### config.mk
export PLATFORM = sky130hd
export DESIGN_NAME = som_ctrl
export DESIGN_NICKNAME = d
export VERILOG_FILES = /design/src/sv/som_pkg.sv /design/src/sv/som_ctrl.sv
export SDC_FILE = /design/constraint.sdc
export NUM_CORES = 1
export LEC_CHECK = 0
export BUFFER_PORTS_ARGS = -buffer_cell sky130_fd_sc_hd__buf_4
export CORE_AREA = 5 5 83 85
export DETAILED_ROUTE_END_ITERATION = 8
export DIE_AREA = 0 0 88 90
export PLACE_DENSITY_LB_ADDON = 0.3
export SLEW_MARGIN = 15
export SYNTH_ARGS = -nofsm -noshare
export SYNTH_HDL_FRONTEND = slang
export SYNTH_SLANG_ARGS = --single-unit
### constraint.sdc
create_clock -name clk -period 8.73 [get_ports clk]
set_clock_uncertainty 0.05 [all_clocks]
set_input_delay 1.746 -clock clk [delete_from_list [all_inputs] [get_ports clk]]
set_output_delay 1.746 -clock clk [all_outputs]
set_load 0.01 [all_outputs]
### src/sv/som_pkg.sv
`timescale 1ns / 1ps
// ----------------------------------------------------------------------------
// som_pkg
// Shared types and constants for the self-organizing map training block.
// ----------------------------------------------------------------------------
package som_pkg;

  localparam int COMP_W = 16;
  localparam int DIST_W = 34;
  localparam int STEP_W = 16;
  localparam int RATE_W = 17;

  localparam logic [1:0] REQ_TRAIN    = 2'd0;
  localparam logic [1:0] REQ_LOAD     = 2'd1;
  localparam logic [1:0] REQ_CLASSIFY = 2'd2;
  localparam logic [1:0] REQ_RESERVED = 2'd3;

  localparam logic REG_RADIUS = 1'b0;
  localparam logic REG_RATE   = 1'b1;

  // Commands from the controller to the datapath.
  typedef struct packed {
    logic capture;    // latch the request payload
    logic load_wr;    // write the three weights of a load request
    logic rd_issue;   // issue a weight read for node rd_node
    logic dist_acc;   // accumulate the distance of the node read through the memory and square registers
    logic dist_first; // that node is the first one of the scan
    logic div_start;  // start the rate and radius dividers
    logic upd_wr;     // write back the updated weights of the node read earlier
    logic step_inc;   // advance the step count
  } som_cmd_t;

  // Status from the datapath to the controller.
  typedef struct packed {
    logic div_busy;
  } som_sts_t;

endpackage

### src/sv/som_ctrl.sv
`timescale 1ns / 1ps
// ----------------------------------------------------------------------------
// som_ctrl
// Request sequencer: load write, winner scan, neighbor update sweep and result hand-off.
// ----------------------------------------------------------------------------
module som_ctrl #(
  parameter int GRID_W = 5,
  parameter int GRID_H = 5
) (
  input  logic                    clk,
  input  logic                    rst,
  input  logic                    in_valid,
  output logic                    in_ready,
  input  logic [1:0]              in_req,
  output logic                    out_valid,
  input  logic                    out_ready,
  output som_pkg::som_cmd_t       cmd,
  input  som_pkg::som_sts_t       sts,
  output logic [$clog2(GRID_W*GRID_H)-1:0] rd_node,
  output logic [$clog2(GRID_W*GRID_H)-1:0] acc_node,
  output logic [$clog2(GRID_W*GRID_H)-1:0] wr_node,
  input  logic [$clog2(GRID_W*GRID_H)-1:0] best_node,
  input  logic [2:0]              radius,
  output logic                    is_load
);
  import som_pkg::*;

  localparam int NODES = GRID_W * GRID_H;
  localparam int NW    = $clog2(NODES);
  localparam int XW    = $clog2(GRID_W + 1);
  localparam int YW    = $clog2(GRID_H + 1);

  typedef enum logic [2:0] {
    S_IDLE, S_LOAD, S_SCAN, S_DIV, S_UPD, S_DONE
  } state_t;

  state_t        state;
  logic [1:0]    req;
  logic [NW:0]   cnt;
  logic [NW-1:0] p1, p2;
  logic          v1, v2;
  logic [XW-1:0] ux, wx;
  logic [YW-1:0] uy, wy;
  logic          hit;

  // Winner coordinates by walking the index, only a few dozen nodes.
  always_comb begin
    wx = '0;
    wy = '0;
    for (int i = 0; i < NODES; i++) begin
      if (NW'(i) == best_node) begin
        wx = XW'(i % GRID_W);
        wy = YW'(i / GRID_W);
      end
    end
  end

  always_comb begin
    logic signed [5:0] dx, dy;
    dx  = 6'($signed({1'b0, ux})) - 6'($signed({1'b0, wx}));
    dy  = 6'($signed({1'b0, uy})) - 6'($signed({1'b0, wy}));
    hit = (11'(dx * dx) + 11'(dy * dy)) <= 11'(radius * radius);
  end

  assign in_ready = (state == S_IDLE) && !out_valid;
  assign acc_node = p2;
  // The update is written back while the read data of that node is on the
  // memory output, in the cycle after the read.
  assign wr_node  = p1;

  always_comb begin
    cmd = '0;
    cmd.capture    = in_valid && in_ready;
    cmd.load_wr    = (state == S_LOAD);
    cmd.rd_issue   = (state == S_SCAN || state == S_UPD) && cnt < (NW+1)'(NODES);
    cmd.dist_acc   = (state == S_SCAN) && v2;
    cmd.dist_first = (p2 == '0);
    cmd.div_start  = (state == S_SCAN) && v2 && p2 == NW'(NODES - 1) && req == REQ_TRAIN;
    cmd.upd_wr     = (state == S_UPD) && v1;
    cmd.step_inc   = (state == S_UPD) && cnt == (NW+1)'(NODES) && !v1 && !v2;
  end

  assign rd_node = NW'(cnt);

  always_ff @(posedge clk) begin
    if (rst) begin
      state     <= S_IDLE;
      out_valid <= 1'b0;
      v1        <= 1'b0;
      v2        <= 1'b0;
      cnt       <= '0;
      is_load   <= 1'b0;
    end else begin
      if (out_valid && out_ready) begin
        out_valid <= 1'b0;
      end
      // Two-stage read pipeline: memory register, then square register.
      v1 <= cmd.rd_issue && (state == S_SCAN || hit);
      p1 <= rd_node;
      v2 <= v1;
      p2 <= p1;
      unique case (state)
        S_IDLE: begin
          if (in_valid && in_ready) begin
            req     <= in_req;
            is_load <= (in_req == REQ_LOAD);
            cnt     <= '0;
            state   <= (in_req == REQ_LOAD) ? S_LOAD : S_SCAN;
          end
        end
        S_LOAD: begin
          out_valid <= 1'b1;
          state     <= S_IDLE;
        end
        S_SCAN: begin
          if (cnt < (NW+1)'(NODES)) begin
            cnt <= cnt + 1'b1;
          end
          if (v2 && p2 == NW'(NODES - 1)) begin
            cnt <= '0;
            if (req == REQ_TRAIN) begin
              state <= S_DIV;
            end else begin
              out_valid <= 1'b1;
              state     <= S_IDLE;
            end
          end
        end
        S_DIV: begin
          if (!sts.div_busy) begin
            state <= S_UPD;
            ux    <= '0;
            uy    <= '0;
          end
        end
        S_UPD: begin
          if (cnt < (NW+1)'(NODES)) begin
            cnt <= cnt + 1'b1;
            if (ux == XW'(GRID_W - 1)) begin
              ux <= '0;
              uy <= uy + 1'b1;
            end else begin
              ux <= ux + 1'b1;
            end
          end else if (!v1 && !v2) begin
            state <= S_DONE;
          end
        end
        S_DONE: begin
          out_valid <= 1'b1;
          state     <= S_IDLE;
        end
        default: state <= S_IDLE;
      endcase
    end
  end

  // The update sweep only writes nodes it has read.
  assert property (@(posedge clk) disable iff (rst) cmd.upd_wr |-> $past(cmd.rd_issue));
  // A result is raised only when no request is being worked on.
  assert property (@(posedge clk) disable iff (rst) $rose(out_valid) |-> state == S_IDLE)
    else $error("result raised mid-request");
  // Dividers are started only out of the scan, and the divide wait follows.
  assert property (@(posedge clk) disable iff (rst) cmd.div_start |=> state == S_DIV)
    else $error("divider start without divide wait");
endmodule
=== After elaboration in Yosys (flattened, before gate mapping) ===
Cells that the tools add are included.

* Bits in registers: 31
* Output and inout bits: 26
* Word-level logic and storage cells: 161

* Order comparisons: 2
* Equality and inequality tests: 40
* Muxes and demuxes: 67
* Reduce and logical (&&, ||, !) cells: 31
* Add/sub/neg operators: 6
* Bitwise operators: 1
* Multiply operators: 3

{| class="wikitable"
|+ Operators with widths
! kind !! count
|-
| $mux W3 || 50
|-
| $eq A5 B5 Y1 const A || 9
|-
| $eq A4 B5 Y1 const A || 8
|-
| $eq A3 B5 Y1 const A || 4
|-
| $mux W6 || 3
|-
| $pmux W6 S3 || 1
|-
| $mul A4 B4 Y8 || 2
|-
| $logic_and A1 B1 Y1 || 14
|-
| $pmux W3 S2 || 2
|-
| $pmux W3 S4 || 1
|-
| $le A11 B6 Y1 || 1
|-
| $eq A2 B5 Y1 const A || 2
|-
| $reduce_and A5 Y1 || 2
|-
| $add A8 B8 Y9 || 1
|-
| $eq A3 B3 Y1 const B || 3
|-
| $mux W2 || 4
|-
| $ne A2 B1 Y1 const B || 4
|-
| $sub A3 B3 Y4 || 2
|-
| $add A3 B1 Y3 const B || 2
|-
| $add A6 B1 Y6 const B || 1
|-
| $eq A3 B2 Y1 const B || 2
|-
| $eq A6 B5 Y1 const B || 1
|-
| $lt A6 B5 Y1 const B || 1
|-
| $mul A3 B3 Y6 || 1
|-
| 19 further kinds || 29
|}

=== Logic depth before layout (Yosys ltp) ===
* Depth in word-level cells: 31
* Gate-level depth with buffers: 29

=== Worst setup path before layout ===
No wires, ideal clock.

* Path type: input to register
* Start: input port best_node[1]
* End: register v1
* Slack: 1.084 ns
* Arrival time: 7.479 ns
* Stages: 26
* Buffers on the path: 2
* Required time: 8.563 ns
* Library setup time: 0.117 ns
* Cell sequence: clkbuf_1 maj3_1 a21oi_1 o21ai_0 ha_1 nand3b_1 and2_1 buf_2 ha_1 inv_1 fa_1 fa_1 inv_1 fa_1 fa_1 ha_1 nor2b_2 a21oi_1 o211ai_2 xnor2_1 ha_1 nand2_1 o31ai_1 o21ai_0 and4_1 a22o_1

* Longest elaborated chain between the ends: 31
* Elaborated cells between the ends (all ways): 76
* Those cells by class: add/sub: 3; mul: 2; order compare: 1; eq/ne: 24; mux: 44; reduce/logical: 2

{| class="wikitable"
|+ Ends and longest elaborated chain
! element !! RTL line !! RTL
|-
| start, declared || som_ctrl.sv:22 || <nowiki>input logic [$clog2(GRID_W*GRID_H)-1:0] best_node,</nowiki>
|-
| $eq A1 B5 Y1 || som_ctrl.sv:51 || <nowiki>if (NW'(i) == best_node) begin</nowiki>
|-
| $mux W1 || som_ctrl.sv:51 ||
|-
| $mux W2 (2 in series) || som_ctrl.sv:51 ||
|-
| $mux W3 (21 in series) || som_ctrl.sv:51 ||
|-
| $sub A3 B3 Y4 || som_ctrl.sv:60 || <nowiki>dx = 6'($signed({1'b0, ux})) - 6'($signed({1'b0, wx}));</nowiki>
|-
| $mul A4 B4 Y8 || som_ctrl.sv:62 || <nowiki>hit = (11'(dx * dx) + 11'(dy * dy)) <= 11'(radius * radius);</nowiki>
|-
| $add A8 B8 Y9 (*) || som_ctrl.sv:62 ||
|-
| $le A11 B6 Y1 (*) || som_ctrl.sv:62 ||
|-
| $logic_or A1 B1 Y1 (*) || som_ctrl.sv:98 || <nowiki>v1 <= cmd.rd_issue && (state == S_SCAN || hit);</nowiki>
|-
| $logic_and A1 B1 Y1 (*) || som_ctrl.sv:98 ||
|-
| end signal, assigned || som_ctrl.sv:98 ||
|-
| end, declared || som_ctrl.sv:41 || <nowiki>logic v1, v2;</nowiki>
|}

Every way passes the cells marked *; elsewhere a longest branch is shown, timed or not.
A chain may end at the register's enable or synchronous reset.

=== Worst setup path after layout ===
Same ends and word-level chain as after synthesis.

==> qor.yml <==
clk_pin_slew_ps: 60
rows: 29
synth.area.top_cells: "edfxtp_1, fa_1, ha_1"
worstPathArrival_ps: 8010
dieArea_sq_um: 7920
synth_top_cells_by_count: "inv_1, ha_1, nor2_1"
outcome: "finished, final reports clean"
dr.pass1.iters: 4
wl_met2_microns: 3210
clkPwrFrac_pct: 13.4
ir_drop_v: 0.000276
cts_tree: "built"
start_util_pct: 54.2
finalSetupViolCount: 0
maxSlewViolCount: 0
drt_iter0_drc: 95
post-dp-hpwl_microns: 5500
grt_pass1_wl_microns: 11200
p_leak_nw: 1.72
wirelength_microns: 6400
min_period_ps: 7880
synthArstFlopShare_pct: 0
drive_gt1_share_pct: 16.2
synth_warnings: 0
p_switching_mw: 0.476
synth_edf_count: 18
seqPwrFrac_pct: 16.3
numCtsBuffers: 5
p_int_mw: 0.600
avgSynthCellArea_sq_um: 9.18
grt_overflow: 0
cts.sinks: 31
synth.net_count: 441
core_sq_um: 6130
fin_crit_sh_pct: 90.3
root_buffer: "clkbuf_8"
reg2reg_slack_ps: 2420
vias_per_cell: 5.30
num-fill-cells: 536
p_comb_share_pct: 70.3
cts-resized-gates: 0
antenna_found_initial: 0
tns_ps: 0
multi_input_area_sq_um: 2220
p_per_area_nw_per_um2: 287
ys_ff_latch: 31
io_buffers: 40
syn_inst: 362
hold_path_class: "register to register"
critPathLaunchType: "input port"
cts_max_level: 2
path_class: "input port to register"
gp_congestion: 0.904
crit_fanout: 12
synth_area_leader_cell: "edfxtp_1"
grt_max_degree: 16
crit_required_ps: 8850
nets: 474
cap_viol_max_count: 0
antenna_cells: 0
relSlewSlack_pct: 58.9
cts_setup_buffers: 0
yosysSeqAreaShare_pct: 24.1
drc_errors: 0
yosysMostFrequentCell: "inv_1"
hold_violations: 0
wl_met3_microns: 272
syn_area_sq_um: 3320
synthFlopType: "edfxtp_1"
grt_pass1_vias: 2525
finish.utilization_pct: 61.2
rsz0062_at_grt: "false"
post_drt_wl_per_cell_microns: 13.5
max_clock_freq_mhz: 127
clockBufferDepth: 2
die_y_microns: 90
wl_met1_microns: 2770
pin_count: 41
ys_types: 55
vias: 2506
yosysTopAreaCellShare_pct: 16.3
seq_area_sq_um: 801
p_sw_share_pct: 44.2
routed.top_layer: "met4"
fp.dieW_microns: 88
clk_latency_ps: 280
ant_nets: 0
worst_pin_slew_ps: 615
syn_to_final_growth_pct: 13.0
grt_use_total_pct: 17.5
postCtsHoldBufs: 0
endpoint_kind: "register"
-- power groups by stage --
| stage | Combinational (mW) | Clock (mW) | Sequential, mW |
|---|---|---|---|
| finish | 0.756 | 0.144 | 0.175 |
| global route | 0.885 | 0.153 | 0.177 |
| CTS | 0.765 | 0.147 | 0.175 |
| detailed placement | 0.760 | 0 | 0.178 |
| global placement | 0.734 | 0 | 0.178 |
| floorplan | 0.612 | 0 | 0.175 |
-- flip-flops by register name, indices dropped and copies added (netlist names) --
register	flops
out_valid	1
uy	3
is_load	1
cnt	6
v2	1
ux	3
v1	1
wr_node	5
acc_node	5
req	2
state	3
-- worst max-delay path, cell delays in order --
cell and delay [ps]:
buf_4 140, nand2b_1 170, nor3_1 120, o21ai_0 110, ha_1 330, a21oi_1 220, and2_1 440, ha_1 280
inv_1 130, fa_1 520, fa_1 500, inv_1 60, fa_1 500, fa_1 490, ha_1 330, nor2b_2 190
a21oi_1 320, o211ai_2 180, xnor2_1 150, ha_1 300, nand2_1 70, o31ai_1 230, o21ai_0 110, and4_1 180
a22o_1 190
-- cells in the final DEF, fill, tap and decap left out, types with 5 or more instances in the layout --
master / n
a21oi_1: 17
and2_1: 6
and3_1: 8
buf_4: 40
clkbuf_8: 6
dfxtp_1: 13
edfxtp_1: 18
fa_1: 26
ha_1: 38
inv_1: 59
nand2_1: 22
nand2b_1: 13
nor2_1: 33
nor2b_1: 5
nor3_1: 6
o21ai_0: 10
xnor2_1: 16
xor2_1: 7
-- worst paths after layout --
kind,from,cells past startpoint,to
setup / recovery,best_node[1],25,v1
hold / removal,wr_node[1],0,acc_node[1]
setup reg to reg,uy[2],21,v1
hold reg to reg,wr_node[1],0,acc_node[1]
-- cell families (layout without fill, tap and decap cells) --
group           Yosys count  after routing  synth area share (%)
buf+inv                  73            107                  9.15
fa+ha+maj                65             65                  30.3
compound gates           50             50                  11.2
xor+xnor                 23             23                  6.06
mux                       3              3                  1.05
simple gates            117            117                  18.2
flops                    31             31                  24.1
-- cell type report --
type	count	share of cell area [%]
sequential	31	21.3
tap	77	2.57
inverter	59	5.90
clock inverter	2	0.933
timing repair buffer	40	8.00
multi-input combinational	258	59.1
clock buffer	6	2.20
-- per-stage QoR --
step / power, mW / hold slack [ps] / instances / area (sq um) / setup WS, ps
finish: 1.08 / 404 / 473 / 3750 / 845
global route: 1.22 / 428 / 473 / 3750 / 406
CTS: 1.09 / 404 / 473 / 3750 / 848
detailed placement: 0.939 / 386 / 465 / 3640 / 555
global placement: 0.913 / 382 / 465 / 3640 / 854
floorplan: 0.787 / 398 / 362 / 3320 / 1080
-- layer usage --
metal | up-vias | track usage (%)
met2 | 57 | 29.4
met4 | 0 | 5.75
met3 | 9 | 2.38
met5 | - | 0
li1 | 1259 | -
met1 | 1181 | 22.8
(Power assumes the default switching activity.)
